### src/hrss_pkg.sv
// shared types, constants and helpers of the heart-rate session statistics block
`timescale 1ns / 1ps
package hrss_pkg;

	localparam int TIME_W  = 17;
	localparam int BPM_W   = 8;
	localparam int ZONE_W  = 10;
	localparam int RUN_W   = 9;
	localparam int MIN_W   = 11;
	localparam int MEAN_W  = 24;
	// span*100 plus half the divisor stays below 2**25 for any sample count
	localparam int NUM_W   = 25;
	localparam int BITC_W  = $clog2(NUM_W);

	localparam int DEF_MAX_SAMPLES = 512;
	localparam int QUEUE_DEPTH     = 4;

	localparam logic [BPM_W-1:0] LOW_RESET  = 8'd100;
	localparam logic [BPM_W-1:0] HIGH_RESET = 8'd160;

	localparam logic [ZONE_W-1:0] ZONE_CAP = '1;
	localparam logic [RUN_W-1:0]  RUN_CAP  = '1;

	// seconds to minutes: x/60 == (x*139811) >> 23 for every 17 bit x
	localparam int                 RECIP_W   = 18;
	localparam logic [RECIP_W-1:0] MIN_RECIP = 18'd139811;
	localparam int                 MIN_SHIFT = 23;
	localparam int                 PROD_W    = TIME_W + RECIP_W;
	localparam logic [6:0]         CENTI     = 7'd100;

	typedef enum logic {
		REG_LOW_LIMIT  = 1'b0,
		REG_HIGH_LIMIT = 1'b1
	} reg_idx_t;

	typedef enum logic [1:0] {
		REP_IDLE,
		REP_PREP,
		REP_DIV,
		REP_DONE
	} rep_state_t;

	// one classified sample in the queue
	typedef struct packed {
		logic [TIME_W-1:0] t;
		logic [BPM_W-1:0]  bpm;
		logic              last;
		logic              below;
		logic              mid;
		logic              over_high;
	} item_t;

	// session totals handed to the report unit
	typedef struct packed {
		logic [ZONE_W-1:0] below;
		logic [ZONE_W-1:0] mid;
		logic [ZONE_W-1:0] above;
		logic [TIME_W-1:0] span;
		logic              two_plus;
		logic [BPM_W-1:0]  peak;
		logic [RUN_W-1:0]  runs;
		logic              intense;
		logic [TIME_W-1:0] int_first;
		logic [TIME_W-1:0] int_last;
	} snap_t;

	function automatic logic [MIN_W-1:0] prod_to_min(input logic [PROD_W-1:0] p);
		logic [PROD_W-MIN_SHIFT-1:0] m;
		m = p[PROD_W-1:MIN_SHIFT];
		if (m > (PROD_W-MIN_SHIFT)'({MIN_W{1'b1}})) begin
			return '1;
		end
		return m[MIN_W-1:0];
	endfunction

endpackage

### src/hrss_front.sv
// front stage: takes input beats, classifies against the zone limits
`timescale 1ns / 1ps
module hrss_front
	import hrss_pkg::*;
(
	input  logic              clk,
	input  logic              arst_n,
	input  logic              in_valid,
	output logic              in_stall,
	input  logic [TIME_W-1:0] sample_time_sec,
	input  logic [BPM_W-1:0]  sample_bpm,
	input  logic              last_sample,
	input  logic [BPM_W-1:0]  low_limit,
	input  logic [BPM_W-1:0]  high_limit,
	output logic              push_valid,
	output item_t             push_item,
	input  logic              push_full
);

	logic  valid_s1;
	item_t item_s1;
	logic  take;
	item_t cls;

	assign in_stall   = valid_s1 && push_full;
	assign take       = in_valid && !in_stall;
	assign push_valid = valid_s1;
	assign push_item  = item_s1;

	always_comb begin
		cls.t         = sample_time_sec;
		cls.bpm       = sample_bpm;
		cls.last      = last_sample;
		cls.below     = sample_bpm < low_limit;
		cls.mid       = (sample_bpm >= low_limit) && (sample_bpm < high_limit);
		cls.over_high = sample_bpm > high_limit;
	end

	always_ff @(posedge clk or negedge arst_n) begin
		if (!arst_n) begin
			valid_s1 <= 1'b0;
		end else if (take) begin
			valid_s1 <= 1'b1;
		end else if (!push_full) begin
			valid_s1 <= 1'b0;
		end
	end

	always_ff @(posedge clk) begin
		if (take) begin
			item_s1 <= cls;
		end
	end

endmodule

### src/hrss_queue.sv
// short queue of classified samples between front and back
`timescale 1ns / 1ps
module hrss_queue
	import hrss_pkg::*;
(
	input  logic  clk,
	input  logic  arst_n,
	input  logic  push_valid,
	input  item_t push_item,
	output logic  full,
	input  logic  pop,
	output logic  pop_valid,
	output item_t pop_item
);

	localparam int PTR_W = $clog2(QUEUE_DEPTH);
	localparam int CNT_W = $clog2(QUEUE_DEPTH + 1);

	item_t            mem_q [QUEUE_DEPTH];
	logic [PTR_W-1:0] wr_q;
	logic [PTR_W-1:0] rd_q;
	logic [CNT_W-1:0] cnt_q;
	logic             do_push;
	logic             do_pop;

	assign full      = cnt_q == CNT_W'(QUEUE_DEPTH);
	assign pop_valid = cnt_q != '0;
	assign pop_item  = mem_q[rd_q];
	assign do_push   = push_valid && !full;
	assign do_pop    = pop && pop_valid;

	always_ff @(posedge clk or negedge arst_n) begin
		if (!arst_n) begin
			wr_q  <= '0;
			rd_q  <= '0;
			cnt_q <= '0;
		end else begin
			if (do_push) begin
				wr_q <= (wr_q == PTR_W'(QUEUE_DEPTH - 1)) ? '0 : wr_q + 1'b1;
			end
			if (do_pop) begin
				rd_q <= (rd_q == PTR_W'(QUEUE_DEPTH - 1)) ? '0 : rd_q + 1'b1;
			end
			if (do_push && !do_pop) begin
				cnt_q <= cnt_q + 1'b1;
			end else if (do_pop && !do_push) begin
				cnt_q <= cnt_q - 1'b1;
			end
		end
	end

	always_ff @(posedge clk) begin
		if (do_push) begin
			mem_q[wr_q] <= push_item;
		end
	end

endmodule

### src/hrss_back.sv
// back stage: folds samples into session totals, hands them to the report unit
`timescale 1ns / 1ps
module hrss_back
	import hrss_pkg::*;
#(
	parameter int MAX_SAMPLES = DEF_MAX_SAMPLES,
	localparam int CNT_W = $clog2(MAX_SAMPLES + 1)
) (
	input  logic             clk,
	input  logic             arst_n,
	input  logic             pop_valid,
	input  item_t            pop_item,
	output logic             pop,
	input  logic             rep_ready,
	output logic             rep_start,
	output snap_t            snap,
	output logic [CNT_W-1:0] rep_div
);

	logic [CNT_W-1:0]  acc_q;
	logic [ZONE_W-1:0] below_q;
	logic [ZONE_W-1:0] within_q;
	logic [ZONE_W-1:0] above_q;
	logic [TIME_W-1:0] first_q;
	logic [TIME_W-1:0] latest_q;
	logic [BPM_W-1:0]  peak_q;
	logic [RUN_W-1:0]  runs_q;
	logic              in_run_q;
	logic [TIME_W-1:0] int_first_q;
	logic [TIME_W-1:0] int_last_q;
	logic              int_seen_q;
	logic              pend_q;
	logic              room;
	logic              upd;

	assign pop       = pop_valid && !pend_q;
	assign room      = acc_q < CNT_W'(MAX_SAMPLES);
	assign upd       = pop && room;
	assign rep_start = pend_q && rep_ready;

	always_comb begin
		snap.below     = below_q;
		snap.mid       = within_q;
		snap.above     = above_q;
		snap.span      = (latest_q >= first_q) ? latest_q - first_q : '0;
		snap.two_plus  = acc_q >= CNT_W'(2);
		snap.peak      = peak_q;
		snap.runs      = runs_q;
		snap.intense   = int_seen_q;
		snap.int_first = (int_seen_q && int_first_q >= first_q) ? int_first_q - first_q : '0;
		snap.int_last  = (int_seen_q && int_last_q >= first_q) ? int_last_q - first_q : '0;
		rep_div        = acc_q - 1'b1;
	end

	always_ff @(posedge clk or negedge arst_n) begin
		if (!arst_n) begin
			acc_q       <= '0;
			below_q     <= '0;
			within_q    <= '0;
			above_q     <= '0;
			first_q     <= '0;
			latest_q    <= '0;
			peak_q      <= '0;
			runs_q      <= '0;
			in_run_q    <= 1'b0;
			int_first_q <= '0;
			int_last_q  <= '0;
			int_seen_q  <= 1'b0;
			pend_q      <= 1'b0;
		end else if (rep_start) begin
			acc_q       <= '0;
			below_q     <= '0;
			within_q    <= '0;
			above_q     <= '0;
			first_q     <= '0;
			latest_q    <= '0;
			peak_q      <= '0;
			runs_q      <= '0;
			in_run_q    <= 1'b0;
			int_first_q <= '0;
			int_last_q  <= '0;
			int_seen_q  <= 1'b0;
			pend_q      <= 1'b0;
		end else begin
			if (pop && pop_item.last) begin
				pend_q <= 1'b1;
			end
			if (upd) begin
				acc_q    <= acc_q + 1'b1;
				latest_q <= pop_item.t;
				if (acc_q == '0) begin
					first_q <= pop_item.t;
				end
				if (pop_item.below) begin
					below_q <= (below_q != ZONE_CAP) ? below_q + 1'b1 : below_q;
				end else if (pop_item.mid) begin
					within_q <= (within_q != ZONE_CAP) ? within_q + 1'b1 : within_q;
				end else begin
					above_q <= (above_q != ZONE_CAP) ? above_q + 1'b1 : above_q;
				end
				if (pop_item.bpm > peak_q) begin
					peak_q <= pop_item.bpm;
				end
				if (pop_item.over_high) begin
					if (!in_run_q) begin
						runs_q <= (runs_q != RUN_CAP) ? runs_q + 1'b1 : runs_q;
					end
					in_run_q <= 1'b1;
				end else begin
					in_run_q <= 1'b0;
				end
				// intense means at or above the low limit
				if (!pop_item.below) begin
					if (!int_seen_q) begin
						int_first_q <= pop_item.t;
					end
					int_seen_q <= 1'b1;
					int_last_q <= pop_item.t;
				end
			end
		end
	end

endmodule

### src/hrss_report.sv
// report unit: minute conversion, mean interval division, result register
`timescale 1ns / 1ps
module hrss_report
	import hrss_pkg::*;
#(
	parameter int MAX_SAMPLES = DEF_MAX_SAMPLES,
	localparam int CNT_W = $clog2(MAX_SAMPLES + 1)
) (
	input  logic              clk,
	input  logic              arst_n,
	input  logic              start,
	output logic              ready,
	input  snap_t             snap,
	input  logic [CNT_W-1:0]  div,
	output logic              out_valid,
	input  logic              out_stall,
	output logic [ZONE_W-1:0] count_below,
	output logic [ZONE_W-1:0] count_within,
	output logic [ZONE_W-1:0] count_above,
	output logic [MIN_W-1:0]  duration_min,
	output logic              interval_valid,
	output logic [MEAN_W-1:0] mean_interval_centisec,
	output logic [BPM_W-1:0]  peak_bpm,
	output logic [RUN_W-1:0]  high_runs,
	output logic              intense_valid,
	output logic [MIN_W-1:0]  intense_start_min,
	output logic [MIN_W-1:0]  intense_end_min
);

	rep_state_t        state_q;
	rep_state_t        state_d;
	snap_t             snap_q;
	logic [CNT_W-1:0]  div_q;
	logic [CNT_W-1:0]  rem_q;
	logic [NUM_W-1:0]  num_q;
	logic [BITC_W-1:0] bit_q;
	logic [PROD_W-1:0] dur_prod_q;
	logic [PROD_W-1:0] ifirst_prod_q;
	logic [PROD_W-1:0] ilast_prod_q;
	logic [CNT_W:0]    trial;
	logic              ge;

	assign trial = {rem_q, num_q[NUM_W-1]};
	assign ge    = trial >= {1'b0, div_q};

	always_ff @(posedge clk or negedge arst_n) begin
		if (!arst_n) begin
			state_q <= REP_IDLE;
		end else begin
			state_q <= state_d;
		end
	end

	always_comb begin
		state_d   = state_q;
		ready     = 1'b0;
		out_valid = 1'b0;
		unique case (state_q)
			REP_IDLE: begin
				ready = 1'b1;
				if (start) begin
					state_d = REP_PREP;
				end
			end
			REP_PREP: begin
				state_d = REP_DIV;
			end
			REP_DIV: begin
				if (bit_q == '0) begin
					state_d = REP_DONE;
				end
			end
			REP_DONE: begin
				out_valid = 1'b1;
				if (!out_stall) begin
					state_d = REP_IDLE;
				end
			end
			default: begin
				state_d = REP_IDLE;
			end
		endcase
	end

	always_ff @(posedge clk) begin
		case (state_q)
			REP_IDLE: begin
				if (start) begin
					snap_q <= snap;
					div_q  <= div;
				end
			end
			REP_PREP: begin
				// numerator with half the divisor added rounds half up
				num_q         <= NUM_W'(snap_q.span) * NUM_W'(CENTI) + NUM_W'(div_q >> 1);
				rem_q         <= '0;
				bit_q         <= BITC_W'(NUM_W - 1);
				dur_prod_q    <= PROD_W'(snap_q.span) * PROD_W'(MIN_RECIP);
				ifirst_prod_q <= PROD_W'(snap_q.int_first) * PROD_W'(MIN_RECIP);
				ilast_prod_q  <= PROD_W'(snap_q.int_last) * PROD_W'(MIN_RECIP);
			end
			REP_DIV: begin
				// restoring division, one quotient bit a cycle
				rem_q <= ge ? CNT_W'(trial - {1'b0, div_q}) : CNT_W'(trial);
				num_q <= {num_q[NUM_W-2:0], ge};
				bit_q <= bit_q - 1'b1;
			end
			default: begin
			end
		endcase
	end

	assign count_below            = snap_q.below;
	assign count_within           = snap_q.mid;
	assign count_above            = snap_q.above;
	assign duration_min           = prod_to_min(dur_prod_q);
	assign interval_valid         = snap_q.two_plus;
	assign mean_interval_centisec = snap_q.two_plus ? num_q[MEAN_W-1:0] : '0;
	assign peak_bpm               = snap_q.peak;
	assign high_runs              = snap_q.runs;
	assign intense_valid          = snap_q.intense;
	assign intense_start_min      = prod_to_min(ifirst_prod_q);
	assign intense_end_min        = prod_to_min(ilast_prod_q);

endmodule

### src/heart_rate_session_stats_top.sv
// top level of the heart-rate session statistics block
//
//  channel   direction  handshake            payload
//  samples   in         in_valid / in_stall  sample_time_sec, sample_bpm, last_sample
//  report    out        out_valid/out_stall  zone counts, duration, mean, peak, runs, intense
//  config    in         apb psel/penable     low limit at 0x0, high limit at 0x4
//
// a sample beat passes the front register and the queue, then the back stage
// folds it into the registered totals, so plain samples flow at one per cycle
// while no pending report holds the back stage; a last-marked beat adds the
// report: a hand-over step, a setup step and the bit-serial divider, after which
// the report is valid; the divider is the limit on session rate
// the back stage holds off further beats until the report unit takes the totals,
// the queue and front register absorb beats meanwhile
// reset sets the limits to 100 and 160 bpm and clears the session totals
`timescale 1ns / 1ps
module heart_rate_session_stats_top
	import hrss_pkg::*;
#(
	parameter int MAX_SAMPLES = DEF_MAX_SAMPLES
) (
	input  logic              clk,
	input  logic              arst_n,
	// sample channel
	input  logic              in_valid,
	output logic              in_stall,
	input  logic [TIME_W-1:0] sample_time_sec,
	input  logic [BPM_W-1:0]  sample_bpm,
	input  logic              last_sample,
	// report channel
	output logic              out_valid,
	input  logic              out_stall,
	output logic [ZONE_W-1:0] count_below,
	output logic [ZONE_W-1:0] count_within,
	output logic [ZONE_W-1:0] count_above,
	output logic [MIN_W-1:0]  duration_min,
	output logic              interval_valid,
	output logic [MEAN_W-1:0] mean_interval_centisec,
	output logic [BPM_W-1:0]  peak_bpm,
	output logic [RUN_W-1:0]  high_runs,
	output logic              intense_valid,
	output logic [MIN_W-1:0]  intense_start_min,
	output logic [MIN_W-1:0]  intense_end_min,
	// configuration port
	input  logic              psel,
	input  logic              penable,
	input  logic              pwrite,
	input  logic [2:0]        paddr,
	input  logic [31:0]       pwdata,
	output logic [31:0]       prdata,
	output logic              pready
);

	localparam int CNT_W = $clog2(MAX_SAMPLES + 1);

	logic [BPM_W-1:0] low_q;
	logic [BPM_W-1:0] high_q;
	reg_idx_t         reg_idx;
	logic             cfg_wr;

	logic             push_valid;
	item_t            push_item;
	logic             push_full;
	logic             pop;
	logic             pop_valid;
	item_t            pop_item;
	logic             rep_ready;
	logic             rep_start;
	snap_t            snap;
	logic [CNT_W-1:0] rep_div;

	// register file, word addressed, only the index bit is decoded
	assign pready  = 1'b1;
	assign reg_idx = reg_idx_t'(paddr[2]);
	assign cfg_wr  = psel && penable && pwrite && pready;

	always_comb begin
		unique case (reg_idx)
			REG_LOW_LIMIT:  prdata = 32'(low_q);
			REG_HIGH_LIMIT: prdata = 32'(high_q);
			default:        prdata = '0;
		endcase
	end

	always_ff @(posedge clk or negedge arst_n) begin
		if (!arst_n) begin
			low_q  <= LOW_RESET;
			high_q <= HIGH_RESET;
		end else if (cfg_wr) begin
			unique case (reg_idx)
				REG_LOW_LIMIT:  low_q  <= pwdata[BPM_W-1:0];
				REG_HIGH_LIMIT: high_q <= pwdata[BPM_W-1:0];
				default: begin
				end
			endcase
		end
	end

	// front: take beats and classify against the zone limits
	hrss_front u_front (
		.clk             (clk),
		.arst_n          (arst_n),
		.in_valid        (in_valid),
		.in_stall        (in_stall),
		.sample_time_sec (sample_time_sec),
		.sample_bpm      (sample_bpm),
		.last_sample     (last_sample),
		.low_limit       (low_q),
		.high_limit      (high_q),
		.push_valid      (push_valid),
		.push_item       (push_item),
		.push_full       (push_full)
	);

	// decoupling queue
	hrss_queue u_queue (
		.clk        (clk),
		.arst_n     (arst_n),
		.push_valid (push_valid),
		.push_item  (push_item),
		.full       (push_full),
		.pop        (pop),
		.pop_valid  (pop_valid),
		.pop_item   (pop_item)
	);

	// back: session totals
	hrss_back #(
		.MAX_SAMPLES (MAX_SAMPLES)
	) u_back (
		.clk       (clk),
		.arst_n    (arst_n),
		.pop_valid (pop_valid),
		.pop_item  (pop_item),
		.pop       (pop),
		.rep_ready (rep_ready),
		.rep_start (rep_start),
		.snap      (snap),
		.rep_div   (rep_div)
	);

	// report unit with the result register
	hrss_report #(
		.MAX_SAMPLES (MAX_SAMPLES)
	) u_report (
		.clk                    (clk),
		.arst_n                 (arst_n),
		.start                  (rep_start),
		.ready                  (rep_ready),
		.snap                   (snap),
		.div                    (rep_div),
		.out_valid              (out_valid),
		.out_stall              (out_stall),
		.count_below            (count_below),
		.count_within           (count_within),
		.count_above            (count_above),
		.duration_min           (duration_min),
		.interval_valid         (interval_valid),
		.mean_interval_centisec (mean_interval_centisec),
		.peak_bpm               (peak_bpm),
		.high_runs              (high_runs),
		.intense_valid          (intense_valid),
		.intense_start_min      (intense_start_min),
		.intense_end_min        (intense_end_min)
	);

	// totals are only handed over while no result waits
	a_start_idle: assert property (@(posedge clk) disable iff (!arst_n)
		rep_start |-> !out_valid)
		else $error("report started while a result is pending");

	// the report unit goes busy right after taking the totals
	a_start_busy: assert property (@(posedge clk) disable iff (!arst_n)
		rep_start |=> !rep_ready)
		else $error("report unit did not take the totals");

	// zone counts never add up to more than the capacity
	a_zone_sum: assert property (@(posedge clk) disable iff (!arst_n)
		out_valid |-> (32'(count_below) + 32'(count_within) + 32'(count_above))
			<= 32'(MAX_SAMPLES))
		else $error("zone counts exceed capacity");

	// no mean without at least two samples
	a_mean_gate: assert property (@(posedge clk) disable iff (!arst_n)
		out_valid && !interval_valid |-> mean_interval_centisec == '0)
		else $error("mean reported without two samples");

endmodule

### config.mk
export PLATFORM = sky130hd
export DESIGN_NAME = heart_rate_session_stats_top
export DESIGN_NICKNAME = d
export VERILOG_FILES = /design/src/hrss_pkg.sv /design/src/hrss_front.sv /design/src/hrss_queue.sv /design/src/hrss_back.sv /design/src/hrss_report.sv /design/src/heart_rate_session_stats_top.sv
export SDC_FILE = /design/constraint.sdc
export NUM_CORES = 1
export LEC_CHECK = 0
export BUFFER_PORTS_ARGS = -buffer_cell sky130_fd_sc_hd__buf_2
export CORE_MARGIN = 2
export CORE_UTILIZATION = 50
export CTS_BUF_LIST = sky130_fd_sc_hd__clkbuf_4 sky130_fd_sc_hd__clkbuf_8
export DETAILED_ROUTE_END_ITERATION = 10
export GPL_TIMING_DRIVEN = 0
export PLACE_DENSITY = 0.7
export SYNTH_ARGS = -nofsm -noshare
export SYNTH_HDL_FRONTEND = slang
export SYNTH_SLANG_ARGS = --single-unit
### constraint.sdc
create_clock -name clk -period 5 [get_ports clk]
set_input_delay 0.75 -clock clk [delete_from_list [all_inputs] [get_ports clk]]
set_output_delay 0.75 -clock clk [all_outputs]
set_load 0.02 [all_outputs]
* Yosys cells after proc, flatten, opt, wreduce, memory -nomap -nowiden
Memories as Yosys holds them, arrays and structs flattened. Cells that the tools add are included.
Storage, ports and cells: bits in registers 438, memory bits (writable) 116, input port bits 68, output and inout port bits 141, word-level logic and storage cells 219, memories 1
Memories:
- u_queue.mem_q | words 4, width 29, rd ports 1, clocked after Yosys merged registers in 0, wr ports 1, RTL line hrss_queue.sv:19 | item_t mem_q [QUEUE_DEPTH];
Operators by class: add/sub/neg operators 16, $mul 4, magnitude comparators 14, equality and inequality tests 18, muxes and demuxes 73, bitwise gates (word level) 1, reductions and logical operators 49
Operators with widths (count):
- 17-bit two-way mux | 12
- 10-bit two-way mux | 17
- 17-bit by 18-bit multiplier with 35-bit output, second input constant | 3
- 11-bit two-way mux | 6
- 32-bit case mux with 2 select lines | 1
- 17-bit greater-or-equal comparator | 3
- 17-bit subtractor | 3
- 25-bit case mux with 2 select lines | 1
- 9-bit two-way mux | 5
- 10-bit by 1-bit adder with 10-bit output, second input constant | 4
- 12-bit by 11-bit greater-than comparator with 1-bit output, second input constant | 3
- 10-bit inequality test, second input constant | 3
- 2-bit nonzero test | 13
- 24-bit by 9-bit adder with 25-bit output | 1
- 24-bit two-way mux | 1
- 8-bit two-way mux | 3
- 17-bit by 5-bit multiplier with 22-bit output, second input constant | 1
- 10-bit case mux with 2 select lines | 1
- 1-bit two-way mux | 17
- 8-bit greater-than comparator | 2
- 8-bit less-than comparator | 2
- 1-bit logical AND | 15
- 2-bit inequality test, second input constant | 6
- 2-bit AND reduction | 6
- other kinds (28) | 46

* Longest topological paths before layout
Gate-level depths: netlist of the first run.
word-level depth 7, mapped depth 22, depth with buffers taken out 22

* Cells and area by module
From an unflattened synthesis of the first run, not the netlist that was laid out.
Second synthesis, totals: cells, all modules 3146, area total of the unflattened synthesis 34523.1 um^2
By module, submodules not included:
- hrss_report | times used 1, cells an instance 1742, area each 18885.6 um^2, sequential area each 5635.4 um^2
- hrss_back | times used 1, cells an instance 1054, area each 8700.8 um^2, sequential area each 3203.1 um^2
- hrss_queue | times used 1, cells an instance 188, area each 4664.5 um^2, sequential area each 3658.5 um^2
- hrss_front | times used 1, cells an instance 92, area each 1343.8 um^2, sequential area each 895.9 um^2
- heart_rate_session_stats_top | times used 1, cells an instance 70, area each 928.4 um^2, sequential area each 406.6 um^2

* Worst setup path before layout of the first run
OpenSTA, ideal clock, no wires.
path kind register to register, from reg u_report.snap_q[15] (netlist name), to reg u_report.ilast_prod_q[33] (data pin), arrival time 5.345 ns, slack -0.507 ns, cell stages (with the launch flop) 21, path buffers 0, period minus slack after synthesis 5.507 ns, cell sequence edfxtp_1 > inv_1 > ha_1 > ha_1 > or2_2 > fa_1 > inv_1 > fa_1 > fa_1 > inv_1 > fa_1 > ha_1 > and4_1 > and3_1 > o2111ai_1 > nand4b_1 > a31o_2 > a31o_1 > a221o_1 > a211o_1 > o2111ai_1
Between the ends: word-level cells in the longest chain between the ends 1
Ends and longest elaborated chain:
- start: declaration | RTL line hrss_report.sv:32 | snap_t snap_q;
- start signal: assignment | RTL line hrss_report.sv:89 | snap_q <= snap;
- 17-bit by 18-bit multiplier with 35-bit output | RTL line hrss_report.sv:100 | ilast_prod_q <= PROD_W'(snap_q.int_last) * PROD_W'(MIN_RECIP);
- end signal: assignment | RTL line hrss_report.sv:100
- end: declaration | RTL line hrss_report.sv:39 | logic [PROD_W-1:0] ilast_prod_q;
No other way between the ends. A chain may end at the register's enable or synchronous reset.

* Worst setup path after layout of the first run
from reg u_report.snap_q[15] (netlist name), to reg u_report.ilast_prod_q[34] (data pin)
Same word-level chain as after synthesis.

==> results of run 1 <==
-- synth_stat cells, types with 50 or more instances --
| library cell | instances |
|---|---|
| a21oi_1 | 125 |
| buf_4 | 72 |
| clkbuf_1 | 50 |
| dfrtp_1 | 149 |
| edfxtp_1 | 331 |
| fa_1 | 126 |
| ha_1 | 506 |
| inv_1 | 415 |
| nand2_1 | 258 |
| nand3_1 | 61 |
| nor2_1 | 143 |
| o21ai_0 | 113 |
| xnor2_1 | 60 |
| xor2_1 | 71 |
-- flip-flops by register name (all words and copies together) (netlist names), 17 cells and up --
register            flops
u_back.int_first_q     17
u_front.push_item      29
u_queue.mem_q         116
u_report.num_q         25
u_back.int_last_q      17
u_back.latest_q        17
u_report.snap_q        51
u_back.first_q         17
-- through the flow --
| step | setup TNS, ns | std cells |
|---|---|---|
| floorplan | -0.671 | 3100 |
| global placement | -304.66 | 4129 |
| detailed placement | -11.69 | 4134 |
| CTS | -1.43 | 4322 |
| global route | -5.11 | 4345 |
| finish | -1.68 | 4346 |
-- path summary, 6_finish.rpt --
path                                                   start                                  end  slack, ns
max in group asynchronous                             arst_n         u_back.peak_q[3]$_DFFE_PN0P_       3.52
max reg2reg                u_report.snap_q[15]$_SDFFCE_PN0P_  u_report.ilast_prod_q[34]$_DFFE_PN_      -0.35
min                                       sample_time_sec[4]      u_front.push_item[16]$_DFFE_PP_       0.26
min reg2reg                     u_back.peak_q[5]$_DFFE_PN0P_       u_report.peak_bpm[5]$_DFFE_PP_       0.45
max                        u_report.snap_q[15]$_SDFFCE_PN0P_  u_report.ilast_prod_q[34]$_DFFE_PN_      -0.35
min in group asynchronous                             arst_n        u_back.above_q[6]$_DFFE_PN0P_       0.56
-- repair_timing --
action,CTS,global route
hold endpoints to repair,34,0
pin swaps,47,40
gates resized for setup,62,50
hold buffers,1,0
setup endpoints to repair,30,27
buffers inserted,35,22
-- layer usage --
| metal | global-route usage [%] | vias up | routed length, um |
|---|---|---|---|
| met5 | 0 | - | 13 |
| met4 | 6.20 | 2 | 1470 |
| met3 | 3.06 | 97 | 2920 |
| met2 | 34.8 | 426 | 34300 |
| met1 | 26.3 | 11000 | 31000 |
| li1 | - | 11300 | - |
-- layout by cell type (no fill, tap or decap), types with 17 or more instances in the layout --
master / count
edfxtp_1: 331
ha_1: 480
clkbuf_8: 92
and3_1: 22
a31oi_1: 17
clkbuf_4: 40
a21oi_1: 117
o31ai_1: 30
mux4_2: 28
conb_1: 25
inv_1: 405
clkbuf_1: 49
xor2_1: 70
nand3_1: 57
or2_2: 42
nor2b_1: 36
o21ai_0: 104
and2_1: 32
nand2_1: 255
fa_1: 120
nand4_1: 37
nor3_1: 42
mux2_2: 22
dfrtp_1: 149
a21o_1: 40
o21a_1: 20
buf_2: 159
xnor2_1: 59
buf_4: 118
nor2_1: 142
-- area by class of cell --
type	instances	area (um^2)
plain buffers	133	786
fillers	5647	28300
multi-input cells	2066	18300
clock buffers	131	1560
repair buffers	219	1390
well taps	873	1090
flip-flops and latches	485	13800
inverters	416	1560
diodes	2	5.00
clock inverters	21	195
-- logic make-up (layout without fill, tap and decap cells) --
logic type,Yosys count,count (layout),synth area share (%)
and+or+nand+nor,760,760,11.0
xor gates and xnor gates,131,131,3.40
buffers and inverters,549,920,6.94
other,2,27,0.0222
adders and majority gates,632,632,26.2
muxes,66,66,3.07
DFF,485,485,40.8
AOI/OAI and AO/OA,452,452,8.55
==> impl_metrics.env, run 1 <==
export IMPL_whs_ns=0.264
export IMPL_status="finished with violations"
export IMPL_post_synth_instance_area_um2=33800
export IMPL_timing_final_crit_share_pct=107
export IMPL_grt_max_degree=116
export IMPL_path_depth=19
export IMPL_finalCoreUtilization_pct=57.7
export IMPL_syn_avg_cell_area_um2=11.0
export IMPL_hold_violations=0
export IMPL_synth_edf_count=331
export IMPL_cp_num_buf_inv=3
export IMPL_crit_arrival_ns=5.75
export IMPL_root_buffer="clkbuf_8"
export IMPL_netlist_instances=3077
export IMPL_dp_slack_ns=-0.909
export IMPL_ys_flop_type="edfxtp_1"
export IMPL_synthTopCellsByArea="edfxtp_1, ha_1, dfrtp_1, fa_1, inv_1"
export IMPL_final_area_um2=38700
export IMPL_wl_per_cell_um=16.0
export IMPL_start_util_pct=50.4
export IMPL_cts_tree="done"
export IMPL_tightest_slew_ns=0.886
export IMPL_cts_buffer_depth=3
export IMPL_antenna_found_initial=3
export IMPL_synth_cell_types=85
export IMPL_setup_viol=12
export IMPL_clkTransAtPathRegs_ns=0.06
export IMPL_io_pins=209
export IMPL_max_slew_margin_rel_pct=40.9
export IMPL_setup_ws_ns=-0.352
export IMPL_yosysSeqAreaShare_pct=40.8
export IMPL_place_congestion=0.878
export IMPL_finalNetCount=4104
export IMPL_violations="negative setup slack"
export IMPL_core_area_um2=67000
export IMPL_maxCapViolations=0
export IMPL_synth_warnings=0
export IMPL_start_kind="register"
export IMPL_synthArstFlopShare_pct=31.8
export IMPL_htreeDepth=3
export IMPL_cp_end_kind="register"
export IMPL_routed_wl_mm=69.7
export IMPL_area_growth_pct=14.5
export IMPL_cts_buffers=83
export IMPL_grt_pass1_wl_mm=115
export IMPL_hold_path_class="input pin to register"
export IMPL_fin_crit_ns=5.35
export IMPL_vias=22800
export IMPL_reg2reg_depth=19
export IMPL_crit_path_max_fanout=5
export IMPL_whs_path_depth=1
export IMPL_drtPass1Iterations=5
export IMPL_path_delay_family="adder cells"
export IMPL_rsz0062_at_grt="true"
export IMPL_clock_latency_ns=0.68
export IMPL_clkSinkCount=485
export IMPL_synth_top_area_cell="edfxtp_1"
export IMPL_crit_type="register to register"
export IMPL_place_area_um2=36000
export IMPL_design_die_area_um2=69700
export IMPL_die_x_um=264
export IMPL_max_stage_delay_ns=0.55
export IMPL_grt_usage_pct=20.2
export IMPL_max_freq_ghz=0.187
export IMPL_synth_top_area_share_pct=29.4
export IMPL_rows=95
export IMPL_critPathSlowestCell="fa_2"
export IMPL_vias_per_cell=5.25
export IMPL_dp_hpwl_mm=52.1
export IMPL_final_antenna_net_count=0
export IMPL_first_iter_violations=1223
export IMPL_slew_violations=0
export IMPL_gr_total_overflow=0
export IMPL_io_buffers=156
export IMPL_cp_required_ns=5.40
export IMPL_die_h_um=264
export IMPL_synth_seq_cells=485
export IMPL_route_detailed_drc=0
export IMPL_final_layout_size_suffix_gt1_share_pct=18.9
export IMPL_final_setup_skew_ns=0.0350
export IMPL_cp_cell_sequence="buf_6 > ha_2 > or2_4 > fa_1 > inv_1 > fa_1 > fa_2 > inv_2 > fa_2 > ha_4 > and4_1 > and3_4 > o211ai_1 > nand4b_1 > a31o_2 > a31o_1 > a221o_2 > a41oi_2 > xnor2_1"
export IMPL_grt_pass1_vias=22900
Power of run 1 is not shown: default switching activity piles up to over one toggle a cycle in this logic, so the estimate is an artifact.
==> inputs of run 2 (changes only) <==
--- a/config.mk
+++ b/config.mk
@@ -11,7 +11,8 @@
 export CTS_BUF_LIST = sky130_fd_sc_hd__clkbuf_4 sky130_fd_sc_hd__clkbuf_8
 export DETAILED_ROUTE_END_ITERATION = 10
 export GPL_TIMING_DRIVEN = 0
-export PLACE_DENSITY = 0.7
+export MAX_ROUTING_LAYER = met4
+export PLACE_DENSITY = 0.68
 export SYNTH_ARGS = -nofsm -noshare
 export SYNTH_HDL_FRONTEND = slang
 export SYNTH_SLANG_ARGS = --single-unit
==> constraint.sdc (replaced) <==
create_clock -name clk -period 6.75 [get_ports clk]
set_input_delay 1.0125 -clock clk [delete_from_list [all_inputs] [get_ports clk]]
set_output_delay 1.0125 -clock clk [all_outputs]
set_load 0.02 [all_outputs]
==> run 2 against run 1 <==
Critical path type unchanged; the run now ends clean; clock-buffer cell count down 9; non-clock buffer count shrank 58; utilization is 1.5 points lower.
==> impl_metrics.env, run 2 (synthesis results as in run 1) <==
export IMPL_cts_hold_buffers=0
export IMPL_final_antenna_net_count=0
export IMPL_core_area_um2=67000
export IMPL_slew_violations=0
export IMPL_grt_util_met3_pct=2.95
export IMPL_clkSinkCount=485
export IMPL_antenna_found_initial=4
export IMPL_reg2reg_depth=20
export IMPL_cts_buffers=82
export IMPL_cts_tree="done"
export IMPL_clock_latency_ns=0.69
export IMPL_hold_path_class="input pin to async pin"
export IMPL_place_congestion=0.879
export IMPL_cts_buffer_depth=3
export IMPL_crit_path_max_fanout=5
export IMPL_die_h_um=264
export IMPL_cp_cell_sequence="inv_1 > ha_1 > ha_1 > or2_2 > fa_1 > inv_1 > fa_1 > fa_1 > inv_1 > fa_1 > ha_1 > and4_1 > and3_1 > o2111ai_1 > nand4b_1 > a31o_2 > a31o_1 > a221o_1 > a211o_1 > o2111ai_1"
export IMPL_grt_pass1_wl_mm=113
export IMPL_clkTransAtPathRegs_ns=0.06
export IMPL_dp_hpwl_mm=53.0
export IMPL_start_kind="register"
export IMPL_vias_per_cell=5.23
export IMPL_crit_top_cell="fa_1"
export IMPL_wl_per_cell_um=16.0
export IMPL_finalNetCount=4045
export IMPL_grt_usage_pct=20.6
export IMPL_fin_crit_ns=5.90
export IMPL_grt_max_degree=104
export IMPL_maxCapViolations=0
export IMPL_critPathSlowestCell="fa_1"
export IMPL_layout_commonest_cell="ha_1"
export IMPL_place_area_um2=35900
export IMPL_crit_arrival_ns=6.40
export IMPL_use_met1_pct=26.4
export IMPL_drtPass1Iterations=7
export IMPL_final_area_um2=37700
export IMPL_status="complete, no violations"
export IMPL_io_pins=209
export IMPL_routed_wl_mm=68.7
export IMPL_use_met2_pct=34.1
export IMPL_design_die_area_um2=69700
export IMPL_timing_final_crit_share_pct=87.4
export IMPL_gr_total_overflow=0
export IMPL_ff2ff_setup_slack_ns=0.85
export IMPL_first_iter_violations=1267
export IMPL_busiest_layer="met2"
export IMPL_grt_pass1_vias=22500
export IMPL_htreeDepth=3
export IMPL_cts_setup_buffers=0
export IMPL_max_freq_ghz=0.170
export IMPL_final_layout_size_suffix_gt1_share_pct=14.9
export IMPL_rsz0062_at_grt="false"
export IMPL_root_buffer="clkbuf_8"
export IMPL_final_setup_skew_ns=0.0313
export IMPL_max_stage_delay_ns=0.55
export IMPL_layout_common_cells="ha_1, inv_1, edfxtp_1"
export IMPL_ctsResizeCount=0
export IMPL_tightest_slew_ns=1.00
export IMPL_io_buffers=156
export IMPL_top_register="u_queue.mem_q"
export IMPL_route_detailed_drc=0
export IMPL_largest_reg_flops=116
export IMPL_setup_viol=0
export IMPL_vias=22400
export IMPL_max_slew_margin_rel_pct=31.6
export IMPL_cp_end_kind="register"
export IMPL_rows=95
export IMPL_area_growth_pct=11.6
export IMPL_cp_required_ns=7.25
export IMPL_crit_type="register to register"
export IMPL_start_util_pct=50.4
export IMPL_die_x_um=264
export IMPL_hold_violations=0
-- run 2: final cells by class --
| class | count | area (um^2) |
|---|---|---|
| plain buffers | 133 | 786 |
| repair buffers | 161 | 913 |
| inverters | 416 | 1560 |
| well taps | 873 | 1090 |
| diodes | 4 | 10.0 |
| flip-flops and latches | 485 | 13800 |
| fillers | 5836 | 29300 |
| clock inverters | 31 | 300 |
| multi-input cells | 2066 | 17800 |
| clock buffers | 122 | 1490 |
-- run 2: worst paths after layout --
check,startpoint,end
max,u_report.snap_q[15]$_SDFFCE_PN0P_,u_report.ilast_prod_q[33]$_DFFE_PN_
min,arst_n,u_back.within_q[0]$_DFFE_PN0P_
max reg2reg,u_report.snap_q[15]$_SDFFCE_PN0P_,u_report.ilast_prod_q[33]$_DFFE_PN_
min reg2reg,u_back.peak_q[4]$_DFFE_PN0P_,u_report.peak_bpm[4]$_DFFE_PP_
max in group asynchronous,arst_n,u_back.int_last_q[1]$_DFFE_PN0P_
min in group clk,u_back.peak_q[4]$_DFFE_PN0P_,u_report.peak_bpm[4]$_DFFE_PP_
-- run 2: critical path, delay by kind of cell, from the launching register on --
family / cells / cell delay (ns)
AND/OR/NAND/NOR: 4 / 0.90
buffers and inverters: 3 / 0.18
adder cells (fa/ha/maj): 7 / 2.67
flip-flops: 1 / 0.46
AO/OA/AOI/OAI: 6 / 1.51
-- run 2: through the flow --
stage	setup WS [ns]	cells	utilization (%)	hold slack (ns)	setup TNS, ns
after global placement	-0.751	4129	53.3	0.434	-84.56
after CTS	0.830	4287	56.2	0.201	0
final	0.852	4291	56.2	0.242	0
after detailed placement	0.842	4134	53.6	0.441	0
after floorplan	1.24	3100	-	0.425	0
after global routing	0.534	4291	56.2	0.247	0
-- run 2: layer usage --
layer | part of all wire, % | wire length (um) | up-vias
met5 | 0 | 0 | -
met4 | 2.1 | 1450 | 0
met3 | 4.2 | 2870 | 103
met2 | 49 | 33400 | 403
met1 | 45 | 31000 | 10700
li1 | - | - | 11200
Power of run 2 is left out for the same reason.
